File: src/hdl/hsvm_pkg.sv
package hsvm_pkg;

    localparam int unsigned CHAN_W  = 8;
    localparam int unsigned HUE_W   = 9;
    localparam int unsigned SAT_W   = 7;
    localparam int unsigned VAL_W   = 15;
    localparam int unsigned HNUM_W  = 17;
    localparam int unsigned SNUM_W  = 15;
    localparam int unsigned CFG_IDX_W  = 3;
    localparam int unsigned CFG_DATA_W = 15;

    localparam logic [HUE_W-1:0] HUE_LOW_RST  = 9'd0;
    localparam logic [HUE_W-1:0] HUE_HIGH_RST = 9'd360;
    localparam logic [SAT_W-1:0] SAT_LOW_RST  = 7'd0;
    localparam logic [SAT_W-1:0] SAT_HIGH_RST = 7'd100;
    localparam logic [VAL_W-1:0] VAL_LOW_RST  = 15'd0;
    localparam logic [VAL_W-1:0] VAL_HIGH_RST = 15'd25500;

    typedef enum logic [CFG_IDX_W-1:0] {
        REG_HUE_LOW  = 3'd0,
        REG_HUE_HIGH = 3'd1,
        REG_SAT_LOW  = 3'd2,
        REG_SAT_HIGH = 3'd3,
        REG_VAL_LOW  = 3'd4,
        REG_VAL_HIGH = 3'd5
    } cfg_index_t;

    // hue = hnum/hden, sat = snum/sden, value = vnum
    typedef struct packed {
        logic [HNUM_W-1:0] hnum;
        logic [CHAN_W-1:0] hden;
        logic [SNUM_W-1:0] snum;
        logic [CHAN_W-1:0] sden;
        logic [VAL_W-1:0]  vnum;
        logic              eof;
    } hsv_frac_t;

    typedef struct packed {
        logic [HUE_W-1:0] hue_low;
        logic [HUE_W-1:0] hue_high;
        logic [SAT_W-1:0] sat_low;
        logic [SAT_W-1:0] sat_high;
        logic [VAL_W-1:0] val_low;
        logic [VAL_W-1:0] val_high;
    } bounds_t;

endpackage

File: src/hdl/hsvm_color_convert.sv
module hsvm_color_convert
    import hsvm_pkg::*;
(
    input  logic              clk,
    input  logic              rst_n,
    input  logic              pix_valid,
    input  logic [CHAN_W-1:0] r,
    input  logic [CHAN_W-1:0] g,
    input  logic [CHAN_W-1:0] b,
    input  logic              eof,
    output logic              frac_valid,
    output hsv_frac_t         frac
);

    logic [CHAN_W-1:0] mx, mn, d;
    logic signed [18:0] rs, gs, bs, ds, hn;
    hsv_frac_t frac_next, frac_reg;
    logic valid_reg;

    always_comb
    begin
        mx = r;
        if (g > mx) mx = g;
        if (b > mx) mx = b;
        mn = r;
        if (g < mn) mn = g;
        if (b < mn) mn = b;
        d  = mx - mn;
        rs = $signed({11'b0, r});
        gs = $signed({11'b0, g});
        bs = $signed({11'b0, b});
        ds = $signed({11'b0, d});
        // ties resolve red first, then green
        priority if (mx == r)
        begin
            hn = 19'sd60 * (gs - bs);
            if (g < b) hn = hn + 19'sd360 * ds;
        end
        else if (mx == g)
        begin
            hn = 19'sd60 * (bs - rs) + 19'sd120 * ds;
        end
        else
        begin
            hn = 19'sd60 * (rs - gs) + 19'sd240 * ds;
        end

        frac_next.eof  = eof;
        frac_next.vnum = {7'b0, mx} * 15'd100;
        if (d == '0)
        begin
            frac_next.hnum = '0;
            frac_next.hden = 8'd1;
            frac_next.snum = '0;
            frac_next.sden = 8'd1;
        end
        else
        begin
            frac_next.hnum = hn[HNUM_W-1:0];
            frac_next.hden = d;
            frac_next.snum = {7'b0, d} * 15'd100;
            frac_next.sden = mx;
        end
    end

    always_ff @(posedge clk or negedge rst_n)
    begin
        if (!rst_n)
        begin
            valid_reg <= 1'b0;
        end
        else
        begin
            valid_reg <= pix_valid;
        end
    end

    always_ff @(posedge clk)
    begin
        frac_reg <= frac_next;
    end

    assign frac_valid = valid_reg;
    assign frac       = frac_reg;

endmodule

File: src/hdl/hsvm_range_check.sv
module hsvm_range_check
    import hsvm_pkg::*;
(
    input  logic      clk,
    input  logic      rst_n,
    input  logic      frac_valid,
    input  hsv_frac_t frac,
    input  bounds_t   bounds,
    output logic      res_valid,
    output logic      res_in_range,
    output logic      res_last
);

    logic [HNUM_W-1:0] hlo_x, hhi_x;
    logic [SNUM_W-1:0] slo_x, shi_x;
    logic hue_ok, sat_ok, val_ok;
    logic valid_reg, in_range_reg, last_reg;
    logic in_range_next;

    // cross-multiplied bounds: lo*den <= num <= hi*den
    always_comb
    begin
        hlo_x  = {8'b0, bounds.hue_low}  * {9'b0, frac.hden};
        hhi_x  = {8'b0, bounds.hue_high} * {9'b0, frac.hden};
        slo_x  = {8'b0, bounds.sat_low}  * {7'b0, frac.sden};
        shi_x  = {8'b0, bounds.sat_high} * {7'b0, frac.sden};
        hue_ok = (frac.hnum >= hlo_x) && (frac.hnum <= hhi_x);
        sat_ok = (frac.snum >= slo_x) && (frac.snum <= shi_x);
        val_ok = (frac.vnum >= bounds.val_low) && (frac.vnum <= bounds.val_high);
        in_range_next = hue_ok && sat_ok && val_ok;
    end

    always_ff @(posedge clk or negedge rst_n)
    begin
        if (!rst_n)
        begin
            valid_reg <= 1'b0;
        end
        else
        begin
            valid_reg <= frac_valid;
        end
    end

    always_ff @(posedge clk)
    begin
        in_range_reg <= in_range_next;
        last_reg     <= frac.eof;
    end

    assign res_valid    = valid_reg;
    assign res_in_range = in_range_reg;
    assign res_last     = last_reg;

endmodule

File: src/hdl/hsv_range_pixel_mask_unit.sv
// HSV range mask. One RGB888 pixel per request, one request per clock; busy
// is always low. Each request gives exactly one result, registered in turn in
// the input register, color conversion register and range compare register,
// marked by result_valid for one cycle; results cannot be stalled.
// Hue (degrees), saturation (percent) and value (max*100) are tested against
// inclusive bounds as exact fractions; gray pixels have hue 0 and saturation 0.
// Bound registers are written through the cfg port, which is always ready;
// write them only while no pixel is in flight.
module hsv_range_pixel_mask_unit
    import hsvm_pkg::*;
(
    input  logic                  clk,
    input  logic                  rst_n,
    input  logic                  start,
    output logic                  busy,
    input  logic [CHAN_W-1:0]     red,
    input  logic [CHAN_W-1:0]     green,
    input  logic [CHAN_W-1:0]     blue,
    input  logic                  end_of_frame,
    output logic                  result_valid,
    output logic                  in_range,
    output logic                  frame_last,
    input  logic                  cfg_valid,
    output logic                  cfg_ready,
    input  logic [CFG_IDX_W-1:0]  cfg_index,
    input  logic [CFG_DATA_W-1:0] cfg_data
);

    bounds_t   bounds_reg;
    logic      pix_valid_reg;
    logic [CHAN_W-1:0] r_reg, g_reg, b_reg;
    logic      eof_reg;
    logic      frac_valid;
    hsv_frac_t frac;

    assign busy      = 1'b0;
    assign cfg_ready = 1'b1;

    always_ff @(posedge clk or negedge rst_n)
    begin
        if (!rst_n)
        begin
            bounds_reg.hue_low  <= HUE_LOW_RST;
            bounds_reg.hue_high <= HUE_HIGH_RST;
            bounds_reg.sat_low  <= SAT_LOW_RST;
            bounds_reg.sat_high <= SAT_HIGH_RST;
            bounds_reg.val_low  <= VAL_LOW_RST;
            bounds_reg.val_high <= VAL_HIGH_RST;
        end
        else if (cfg_valid && cfg_ready)
        begin
            unique case (cfg_index_t'(cfg_index))
                REG_HUE_LOW:  bounds_reg.hue_low  <= cfg_data[HUE_W-1:0];
                REG_HUE_HIGH: bounds_reg.hue_high <= cfg_data[HUE_W-1:0];
                REG_SAT_LOW:  bounds_reg.sat_low  <= cfg_data[SAT_W-1:0];
                REG_SAT_HIGH: bounds_reg.sat_high <= cfg_data[SAT_W-1:0];
                REG_VAL_LOW:  bounds_reg.val_low  <= cfg_data[VAL_W-1:0];
                REG_VAL_HIGH: bounds_reg.val_high <= cfg_data[VAL_W-1:0];
                default: ;
            endcase
        end
    end

    always_ff @(posedge clk or negedge rst_n)
    begin
        if (!rst_n)
        begin
            pix_valid_reg <= 1'b0;
        end
        else
        begin
            pix_valid_reg <= start && !busy;
        end
    end

    always_ff @(posedge clk)
    begin
        r_reg   <= red;
        g_reg   <= green;
        b_reg   <= blue;
        eof_reg <= end_of_frame;
    end

    hsvm_color_convert u_convert (
        .clk        (clk),
        .rst_n      (rst_n),
        .pix_valid  (pix_valid_reg),
        .r          (r_reg),
        .g          (g_reg),
        .b          (b_reg),
        .eof        (eof_reg),
        .frac_valid (frac_valid),
        .frac       (frac)
    );

    hsvm_range_check u_check (
        .clk          (clk),
        .rst_n        (rst_n),
        .frac_valid   (frac_valid),
        .frac         (frac),
        .bounds       (bounds_reg),
        .res_valid    (result_valid),
        .res_in_range (in_range),
        .res_last     (frame_last)
    );

    a_req_gives_result: assert property (@(posedge clk) disable iff (!rst_n)
        start && !busy |-> ##3 result_valid)
        else $error("request did not produce a result after three cycles");

    a_result_has_req: assert property (@(posedge clk) disable iff (!rst_n)
        result_valid |-> $past(start, 3))
        else $error("result without a matching request");

    a_last_follows: assert property (@(posedge clk) disable iff (!rst_n)
        start && !busy |-> ##3 (frame_last == $past(end_of_frame, 3)))
        else $error("frame_last does not match the request's end_of_frame");

    a_black_sat_zero: assert property (@(posedge clk) disable iff (!rst_n)
        frac_valid && frac.vnum == '0 |-> frac.snum == '0 && frac.hnum == '0)
        else $error("black pixel has nonzero hue or saturation");

endmodule
File: config.mk
export PLATFORM = sky130hd
export DESIGN_NAME = hsv_range_pixel_mask_unit
export DESIGN_NICKNAME = d
export VERILOG_FILES = /design/src/hdl/hsvm_pkg.sv /design/src/hdl/hsvm_color_convert.sv /design/src/hdl/hsvm_range_check.sv /design/src/hdl/hsv_range_pixel_mask_unit.sv
export SDC_FILE = /design/constraint.sdc
export NUM_CORES = 1
export LEC_CHECK = 0
export BUFFER_PORTS_ARGS = -buffer_cell sky130_fd_sc_hd__buf_2
export CORE_ASPECT_RATIO = 0.75
export CORE_MARGIN = 8
export CORE_UTILIZATION = 45
export DETAILED_ROUTE_END_ITERATION = 10
export GPL_TIMING_DRIVEN = 0
export PLACE_DENSITY = 0.7
export SYNTH_ARGS = -nofsm -noshare
export SYNTH_HDL_FRONTEND = slang
export SYNTH_SLANG_ARGS = --single-unit
File: constraint.sdc
create_clock -name clk -period 12 [get_ports clk]
set_input_delay 0.6 -clock clk [delete_from_list [all_inputs] [get_ports clk]]
set_output_delay 0.6 -clock clk [all_outputs]
set_load 0.01 [all_outputs]
* Word level (Yosys, flattened, before mapping)
Index checks and enable logic that the tools add are counted.
** Cells by class
- Muxes and demuxes :: 7
- Magnitude comparators :: 11
- Reduce and logical (&&, ||, !) cells :: 13
- Equality and inequality tests :: 7
- Multipliers :: 12
- Add/subtract/negate cells :: 7
** Operator list (count)
- 17-bit adder :: 3
- 17-bit two-way mux :: 3
- 5-bit by 19-bit multiplier with 15-bit output (first input constant) :: 2
- 9-bit by 8-bit multiplier with 17-bit output :: 2
- 8-bit two-way mux :: 4
- 15-bit greater-or-equal comparator :: 2
- 15-bit less-or-equal comparator :: 2
- 7-bit by 8-bit multiplier with 15-bit output :: 2
- 8-bit by 8-bit subtractor with 9-bit output :: 3
- 8-bit by 5-bit multiplier with 13-bit output (second input constant) :: 2
- 8-bit < comparator :: 3
- 4-bit by 8-bit multiplier with 12-bit output (first input constant) :: 2
- 17-bit greater-or-equal comparator :: 1
- 17-bit less-or-equal comparator :: 1
- 8-bit == test :: 2
- 8-bit > comparator :: 2
- 5-bit by 9-bit multiplier with 14-bit output (first input constant) :: 1
- 6-bit by 8-bit multiplier with 14-bit output (first input constant) :: 1
- 2-bit AND reduction :: 6
- 8-bit zero test :: 1
- 8-bit subtractor :: 1
- 3-bit by 2-bit == test with 1-bit output (second input constant) :: 2
- 3-bit == test (second input constant) :: 2
- 1-bit logical AND :: 5
- 2 further kinds :: 2
** Word-level totals
- Output and inout bits :: 5
- Register bits after elaboration :: 154
- Word-level logic and storage cells :: 79
- Input port bits :: 47

* Longest topological paths before layout
Gate-level depths: netlist (run 1).
- Depth in word-level cells :: 9
- Mapped depth :: 46
- Gate-level depth less buffers :: 45

* Cells and area by module
From an unflattened synthesis (run 1), not the netlist that was laid out.
** Second synthesis, totals
- Cell total of the unflattened synthesis :: 2936
- Area, all modules :: 25742.2 sq um
** By module, submodules not included
- hsvm_color_convert :: cells an instance 1512, times used 1, area each 12361.9 sq um, sequential area each 1146.1 sq um
- hsvm_range_check :: cells an instance 1258, times used 1, area each 10440.0 sq um, sequential area each 65.1 sq um
- hsv_range_pixel_mask_unit :: cells an instance 166, times used 1, area each 2940.3 sq um, sequential area each 2095.8 sq um

* Least setup slack after synthesis (run 1)
No wires, ideal clock.
- Kind :: flip-flop to flip-flop
- Start point :: reg g_reg[1]
- End point :: reg u_convert.frac_reg, in the netlist u_convert.frac[63]
- Data required time :: 11.921 ns
- Setup time :: 0.079 ns
- Setup slack :: 2.144 ns
- Stages on the path, launching flop included :: 45
- Data arrival time :: 9.776 ns
- Cell sequence :: dfxtp_1 > inv_1 > ha_1 > nand3b_1 > a211o_1 > nand2_1 > clkbuf_1 > nor2_1 > a21oi_1 > ha_1 > and3_1 > a221o_1 > a21oi_1 > o31a_1 > buf_2 > o21ai_0 > o211ai_1 > inv_1 > (+9 left out) > fa_1 > a21oi_1 > nor2_1 > nor2_1 > o21bai_1 > a21oi_1 > o21bai_1 > a21oi_1 > xnor2_1 > ha_1 > or2_2 > o31ai_1 > a31oi_1 > nor4b_1 > o41a_1 > xnor2_1 > mux2_2 > a211oi_2
** On the way
- Longest elaborated chain between the ends :: 9
- Elaborated cells on any way between the ends :: 26
** RTL lines
- start: declaration :: RTL line hsv_range_pixel_mask_unit.sv:31 : logic [CHAN_W-1:0] r_reg, g_reg, b_reg;
- start signal: assignment :: RTL line hsv_range_pixel_mask_unit.sv:79 : g_reg <= green;
- 8-bit > comparator / 8-bit < comparator (equally long branches) :: RTL line hsvm_color_convert.sv:23, hsvm_color_convert.sv:26
- 8-bit two-way mux (on tied branches) :: RTL line hsvm_color_convert.sv:23, hsvm_color_convert.sv:26
- 8-bit > comparator / 8-bit < comparator (equally long branches) :: RTL line hsvm_color_convert.sv:24, hsvm_color_convert.sv:27
- 8-bit two-way mux (on tied branches) :: RTL line hsvm_color_convert.sv:24, hsvm_color_convert.sv:27
- 8-bit subtractor (*) :: RTL line hsvm_color_convert.sv:28 : d = mx - mn;
- net u_convert.d[2] :: RTL line hsvm_color_convert.sv:15 : logic [CHAN_W-1:0] mx, mn, d;
- 4-bit by 8-bit multiplier with 12-bit output / 6-bit by 8-bit multiplier with 14-bit output (equally long branches) :: RTL line hsvm_color_convert.sv:41, hsvm_color_convert.sv:45, hsvm_color_convert.sv:37
- 17-bit adder (on tied branches) :: RTL line hsvm_color_convert.sv:45, hsvm_color_convert.sv:37, hsvm_color_convert.sv:41
- 17-bit two-way mux (on tied branches) :: RTL line hsvm_color_convert.sv:39, hsvm_color_convert.sv:37
- 17-bit two-way mux :: RTL line hsvm_color_convert.sv:34 : priority if (mx == r)
- end signal: assignment :: RTL line hsvm_color_convert.sv:80 : frac_reg <= frac_next;
- end: declaration :: RTL line hsvm_color_convert.sv:17 : hsv_frac_t frac_next, frac_reg;
The timed path passes the listed nets; every way through them passes the cells marked *.
A chain may end at the register's enable or synchronous reset.

* Worst setup path after layout (run 1)
- Start point :: reg g_reg[7]
- End point :: reg u_convert.frac_reg, in the netlist u_convert.frac[63]
Same word-level chain as after synthesis.

==> reports/qor.txt, run 1 <==
run status = complete, no violations
row cnt = 74
Fin. Hold Viols = 0
XOR/XNOR Fraction of Synth Area = 7.05%
clock tree buffer depth = 2
Detail Route Antenna Nets = 0
final net count = 3552
Tot GR Track Use = 18.8%
uppermost layer routed = met4
Period minus WS final = 11430 ps
Rel. slew slack = 16.0%
CP Capture Point = u_convert.frac[63]
Cells after Synth = 2759
largest family of logic cells by synthesized area = adder cells
IO Pins = 52
Max-Cap Viols = 0
die height = 218 um
Worst Path Max Fanout = 10
sequential-to-total area share from yosys stat = 13.5%
CTS Sinks = 148
Yosys warnings = 0
Main synth FF type = dfxtp_1
CP max stage cell = fa_1
Worst setup SP type = flop
HPWL after detailed placement = 48900 um
layout filler cell count = 5176
layout cells sized above 1 = 7.77%
area grow syn2layout = 7.25%
register area = 3310 um2
HP Class = input pin to flop
fin crit share = 95.2%
slew of the pin with the lowest slew margin = 1250 ps
Fmax = 87.5 MHz
drt initial violations = 1093
Yosys top cell by area = ha_1
IO buf count = 48
cell with the most instances after synthesis = ha_1
Critical Path RT = 12380 ps
via count = 18661
vias in the first global route = 17922
DP Area = 25700 um2
Worst R2R Setup Slack = 570 ps
CP Class = flop to flop
syn nets = 3481
crit path from = g_reg[7]
Yosys top cell area share = 23.6%
WP data arrival = 11810 ps
average size of a mapped cell = 8.89 um2
top post-synthesis cells by count = ha_1, inv_1, nand2_1
Reg-to-Reg End = u_convert.frac[63]
final WL = 58200 um
fin area = 26300 um2
# H-tree levels = 4
R2R cell count = 45
die footprint = 62300 um2
CTS tree = built
first-pass GRT wire length = 94200 um
ant diodes = 0
Setup TNS Final = 0 ps
post-synthesis register bit count = 148
Async S/R FF share, synth = 43.9%
setup violators final = 0
met1 WL = 29400 um
global route total overflow = 0
DRC viols = 0
Clock Skew = 15.5 ps
DIE WIDTH = 286 um
Clock Tree Root = clkbuf_16
R2R Path Start = g_reg[7]
post-synthesis mux area share = 3.64%
met2 wire length = 24100 um
adder-cell share of the synthesized area = 41.1%
Synth cell types = 88
Core Area = 54200 um2
most area-consuming cells after synthesis = ha_1, fa_1, inv_1, dfxtp_1, dfrtp_1
Clock transition at path regs = 70 ps
max FFs per register = 62
Met3 Routed Length = 3820 um
biggest cell delay along the critical path = 590 ps
routed vias/inst = 5.23
Slew Viols, Final = 0
RePlAce Congestion = 0.943
initial antenna violation count = 1
Worst-Skew Late Latency = 480 ps
Synth Area in Compound Gates = 13.3%
EDFF count, synth = 0
DR pass1 iterations = 7
WL per Instance = 16.3 um
post-synthesis simple-gate area fraction = 13.4%
Post-Syn Area = 24500 um2
total CTS buffers = 17
worst hold slack = 212 ps
crit end category = flop
multi-input logic area = 19300 um2
largest net degree at the start of global routing = 66
Initial Util = 45.3%
-- critical path, delay by kind of cell (launching register included) --
| family | cells | cell delay, ps |
|---|---|---|
| buf+inv | 8 | 1300 |
| compound gates | 16 | 3620 |
| xor+xnor | 4 | 960 |
| mux | 1 | 300 |
| simple gates | 8 | 1390 |
| fa+ha+maj | 8 | 3280 |
| flops | 1 | 480 |
-- worst min-delay path by stage --
stage | start | end | slack [ps] | depth (start not counted)
6_report | red[7] | r_reg[7] | 210 | 1
5_1_grt | green[6] | g_reg[6] | 190 | 1
4_1_cts | red[7] | r_reg[7] | 170 | 1
3_5_place_dp | eof_reg | u_convert.frac[0] | 310 | 0
3_3_place_gp | eof_reg | u_convert.frac[0] | 310 | 0
2_1_floorplan | rst_n | bounds_reg[0] | 300 | 0
-- area by class of cell --
class                   count  share of cell area (%)
well taps                 722                    3.44
inverters                 458                    6.54
plain buffers              60                   0.976
flip-flops and latches    148                    12.6
clock buffers              18                    1.63
multi-input cells        2093                    73.3
clock inverters            14                   0.533
repair buffers             52                    1.04
-- cells by family (layout without fill, tap and decap cells) --
kind of cell,after synthesis,count (layout)
XOR/XNOR,192,192
buffers and inverters,518,602
multiplexers,80,80
other,2,2
adder cells (fa/ha/maj),678,678
AO/OA/AOI/OAI,481,481
AND/OR/NAND/NOR,660,660
flip-flops,148,148
-- metrics by stage --
step,utilization [%],setup WS (ps),std cells
2_1_floorplan,-,2140,2759
3_3_place_gp,47.4,-126,3529
3_5_place_dp,47.4,-180,3529
4_1_cts,48.5,281,3562
5_1_grt,48.5,-51.0,3565
6_report,48.5,571,3565
-- timing repair --
| action | in CTS | in global routing |
|---|---|---|
| gates resized for setup | 0 | 6 |
| buffers inserted | 1 | 3 |
| hold buffers | 0 | 0 |
| pin swaps | 1 | 2 |
| cloned | 0 | 0 |
| endpoints found under the setup margin | 1 | 3 |
-- cell usage in the layout (no fill, tap or decap), types with 8 or more instances in the layout --
cell type	n
a31oi_1	10
and2_1	128
o21a_1	16
o21ai_0	96
inv_1	458
fa_1	212
dfrtp_1	50
o21bai_1	24
clkbuf_1	49
xor2_1	54
xnor2_1	132
and3_1	8
nand4_1	15
a21boi_0	20
mux2i_1	20
nor2b_1	32
buf_4	9
nand2_1	227
dfstp_2	15
a2111oi_0	8
a21o_1	78
a211oi_2	12
a21oi_1	133
o211ai_1	9
buf_2	53
mux2_2	57
or3_1	18
nand3_1	33
a211oi_1	21
nor2_1	101
clkbuf_16	17
dfxtp_1	82
nand2b_1	24
nor3_1	37
ha_1	463
-- routing by layer --
layer  global-route usage [%]  vias to the layer above
li1                         -                     9298
met3                     4.10                       54
met2                     27.7                      394
met4                     4.21                        0
met1                     27.7                     8915
met5                        0                        -
Power of run 1 is left out: the tool's default activity adds up to more than one toggle a clock period on the data nets, which glitch-free logic cannot reach.
==> run 2: changes to the inputs <==
--- a/config.mk
+++ b/config.mk
@@ -12,6 +12,7 @@
 export DETAILED_ROUTE_END_ITERATION = 10
 export GPL_TIMING_DRIVEN = 0
 export PLACE_DENSITY = 0.7
+export SLEW_MARGIN = 20
 export SYNTH_ARGS = -nofsm -noshare
 export SYNTH_HDL_FRONTEND = slang
 export SYNTH_SLANG_ARGS = --single-unit
==> constraint.sdc (replaced) <==
create_clock -name clk -period 13.4 [get_ports clk]
set_input_delay 0.67 -clock clk [delete_from_list [all_inputs] [get_ports clk]]
set_output_delay 0.67 -clock clk [all_outputs]
set_load 0.01 [all_outputs]
==> reports/qor.txt, run 2 (same netlist as run 1, synthesis figures left out) <==
run status = complete, no violations
DR pass1 iterations = 6
WL per Instance = 16.3 um
met2 wire length = 24100 um
Detail Route Antenna Nets = 0
Setup TNS Final = 0 ps
Critical Path RT = 13790 ps
IO buf count = 48
HPWL after detailed placement = 49100 um
Worst Path Max Fanout = 10
Initial Util = 45.3%
row cnt = 74
Reg-to-Reg End = u_convert.frac[63]
area grow syn2layout = 7.43%
largest net degree at the start of global routing = 50
final WL = 58200 um
fin crit share = 92.4%
Fin. Hold Viols = 0
RSZ-0062 raised after global routing = no
die footprint = 62300 um2
hold-fix buffers at CTS = 0
CP Class = flop to flop
CTS Sinks = 148
Clock Tree Root = clkbuf_16
initial antenna violation count = 1
Worst R2R Setup Slack = 1020 ps
vias in the first global route = 17855
# H-tree levels = 4
ant diodes = 0
RePlAce Congestion = 0.943
die height = 218 um
Tot GR Track Use = 18.8%
biggest cell delay along the critical path = 760 ps
HP Class = input pin to async pin
total CTS buffers = 17
max FFs per register = 62
DRC viols = 0
Rel. slew slack = 33.2%
R2R Path Start = g_reg[7]
R2R cell count = 44
post-CTS resize count = 0
Met3 Routed Length = 4120 um
setup violators final = 0
drt initial violations = 1295
most frequent cells in the layout = ha_1, inv_1, nand2_1
clock tree buffer depth = 2
slew of the pin with the lowest slew margin = 993 ps
Clock Skew = 20.7 ps
Period minus WS final = 12380 ps
routed vias/inst = 5.27
Layout Utilization = 48.6%
Max-Cap Viols = 0
final net count = 3550
Worst-Skew Late Latency = 490 ps
layout filler cell count = 5115
CP max stage cell = o211ai_1
via count = 18761
Fmax = 80.8 MHz
Worst setup SP type = flop
global route total overflow = 0
total setup buffers inserted after CTS = 0
layout cells sized above 1 = 7.71%
DIE WIDTH = 286 um
uppermost layer routed = met4
Core Area = 54200 um2
Slew Viols, Final = 0
met1 WL = 29200 um
first-pass GRT wire length = 94200 um
Clock transition at path regs = 70 ps
CTS tree = built
WP data arrival = 12770 ps
most common cell after layout, fill and taps aside = ha_1
crit end category = flop
IO Pins = 52
-- run 2: worst max-delay path: cells and delay by family, from the launching register on --
kind                       cells  cell delay, ps
and+or+nand+nor                8            1360
AOI/OAI and AO/OA             16            4050
DFF                            1             470
adders and majority gates      8            3350
xor gates and xnor gates       4            1150
muxes                          1             310
buffers and inverters          7            1570
-- run 2: worst max path at each step --
stage | startpoint | endpoint | slack (ps) | cells after the start
floorplan | g_reg[1] | u_convert.frac[63] | 3540 | 44
global placement | g_reg[7] | u_convert.frac[63] | 1270 | 44
detailed placement | g_reg[7] | u_convert.frac[63] | 1250 | 43
CTS | g_reg[7] | u_convert.frac[63] | 1200 | 43
global route | g_reg[7] | u_convert.frac[63] | 300 | 44
finish | g_reg[7] | u_convert.frac[63] | 1020 | 44
-- run 2: final cells by class --
type | count | area (um2) | share of cell area, %
buffer | 60 | 255 | 0.969
multi-input combinational | 2093 | 19300 | 73.1
tap | 722 | 903 | 3.43
clock buffer | 17 | 425 | 1.62
timing repair buffer | 50 | 278 | 1.05
sequential | 148 | 3310 | 12.6
inverter | 458 | 1720 | 6.53
clock inverter | 15 | 195 | 0.741
-- run 2: per-stage QoR --
step                hold slack [ps]  std cells  worst slack, ps  area, um2
CTS                            27.3       3563             1200      26300
finish                         52.0       3563             1020      26300
floorplan                       310       2759             3540      24500
global route                   53.7       3563              295      26300
detailed placement              314       3531             1250      25700
global placement                312       3529             1270      25700
-- run 2: per-layer routing --
metal,GRT usage (%),up-vias
met5,0,-
met4,3.84,0
met1,28.0,8941
li1,-,9300
met3,4.27,46
met2,27.5,474
Power of run 2 is left out for the same reason.
==> run 3: changes to the inputs <==
--- a/config.mk
+++ b/config.mk
@@ -6,12 +6,12 @@
 export NUM_CORES = 1
 export LEC_CHECK = 0
 export BUFFER_PORTS_ARGS = -buffer_cell sky130_fd_sc_hd__buf_2
-export CORE_ASPECT_RATIO = 0.75
 export CORE_MARGIN = 8
 export CORE_UTILIZATION = 45
 export DETAILED_ROUTE_END_ITERATION = 10
 export GPL_TIMING_DRIVEN = 0
 export PLACE_DENSITY = 0.7
+export RECOVER_POWER = 100
 export SLEW_MARGIN = 20
 export SYNTH_ARGS = -nofsm -noshare
 export SYNTH_HDL_FRONTEND = slang
==> reports/qor.txt, run 3 (same netlist as run 1, synthesis figures left out) <==
DR pass1 iterations = 7
Worst R2R Setup Slack = 780 ps
post-CTS resize count = 0
CTS Sinks = 148
hold-fix buffers at CTS = 0
area grow syn2layout = 6.47%
biggest cell delay along the critical path = 960 ps
# H-tree levels = 4
clock tree buffer depth = 2
via count = 18839
max FFs per register = 62
most frequent cells in the layout = ha_1, inv_1, nand2_1
Worst Path Max Fanout = 10
crit end category = flop
CP max stage cell = o211ai_1
HPWL after detailed placement = 48800 um
die height = 249 um
CP Class = flop to flop
RePlAce Congestion = 0.896
run status = complete, but fails checks
Setup TNS Final = 0 ps
vias in the first global route = 18655
final WL = 58100 um
Clock Tree Root = clkbuf_16
placed cells = 3505
IO buf count = 48
Clock Skew = 13.3 ps
WL per Instance = 16.4 um
Period minus WS final = 12620 ps
Initial Util = 45.6%
row cnt = 85
Detail Route Antenna Nets = 0
Core Area = 53800 um2
total CTS buffers = 17
Slew Viols, Final = 55
DP Area = 25700 um2
WP data arrival = 12960 ps
drt initial violations = 1110
most common cell after layout, fill and taps aside = ha_1
Clock transition at path regs = 70 ps
die footprint = 62200 um2
routed vias/inst = 5.33
RSZ-0062 raised after global routing = no
fin area = 26100 um2
layout cells sized above 1 = 6.76%
Fmax = 79.3 MHz
ant diodes = 0
largest net degree at the start of global routing = 55
CTS tree = built
HP Class = input pin to async pin
R2R cell count = 44
setup violators final = 0
Tot GR Track Use = 18.8%
Rel. slew slack = -106%
global route total overflow = 0
initial antenna violation count = 2
Worst setup SP type = flop
Fin. Hold Viols = 0
Cell Count, Final, Fillers Out = 3537
IO Pins = 52
DIE WIDTH = 249 um
fin crit share = 94.2%
first-pass GRT wire length = 95800 um
final net count = 3550
failing checks = max-capacitance violations, max-slew violations
Worst-Skew Late Latency = 450 ps
worst hold slack = 197 ps
Max-Cap Viols = 1
total setup buffers inserted after CTS = 0
Critical Path RT = 13750 ps
DRC viols = 0
slew of the pin with the lowest slew margin = 3100 ps
## run 3: changes by cell type in the layout (fill, tap and decap cells not counted), moves of 3 or more
cell / before / now
a211oi_1: 21 / 28
a211oi_2: 13 / 6
buf_2: 53 / 45
clkbuf_1: 49 / 60
clkinv_4: 1 / 4
## run 3: area by class of cell
type                       instances  area [um2]
fill                            5096       27700
multi-input combinational       2093       19100
sequential                       148        3310
inverter                         458        1720
tap                              696         871
clock buffer                      18         439
buffer                            60         248
timing repair buffer              50         244
clock inverter                    14         135
## run 3: worst paths after layout
path | start | to
min | rst_n | bounds_reg[45]
max reg2reg | g_reg[1] | u_convert.frac[63]
min reg2reg | u_convert.frac[0] | u_check.res_last
max | g_reg[1] | u_convert.frac[63]
min in group clk | green[7] | g_reg[7]
max in group asynchronous | rst_n | bounds_reg[5]
## run 3: per-layer routing
layer	vias to the layer above	GRT usage [%]	share of wire, %
met1	9028	25.8	46
met5	-	0	0
met4	0	3.65	1.8
met2	453	31.2	46
met3	61	2.98	6.0
li1	9297	-	-
## run 3: worst max-delay path, delay by kind of cell, from the launching register on
family          cells  cell delay, ps
flops               1             580
mux                 1             320
simple gates        8            1300
buf+inv             7            1530
fa+ha+maj           8            3300
compound gates     16            4300
xor+xnor            4            1140
## run 3: per-stage QoR
stage | setup WS [ps] | utilization [%]
after global placement | 1040 | 47.6
after floorplan | 3540 | -
after detailed placement | 1050 | 47.7
after global routing | 132 | 48.5
final | 783 | 48.5
after CTS | 951 | 48.8
Power of run 3 is left out for the same reason.
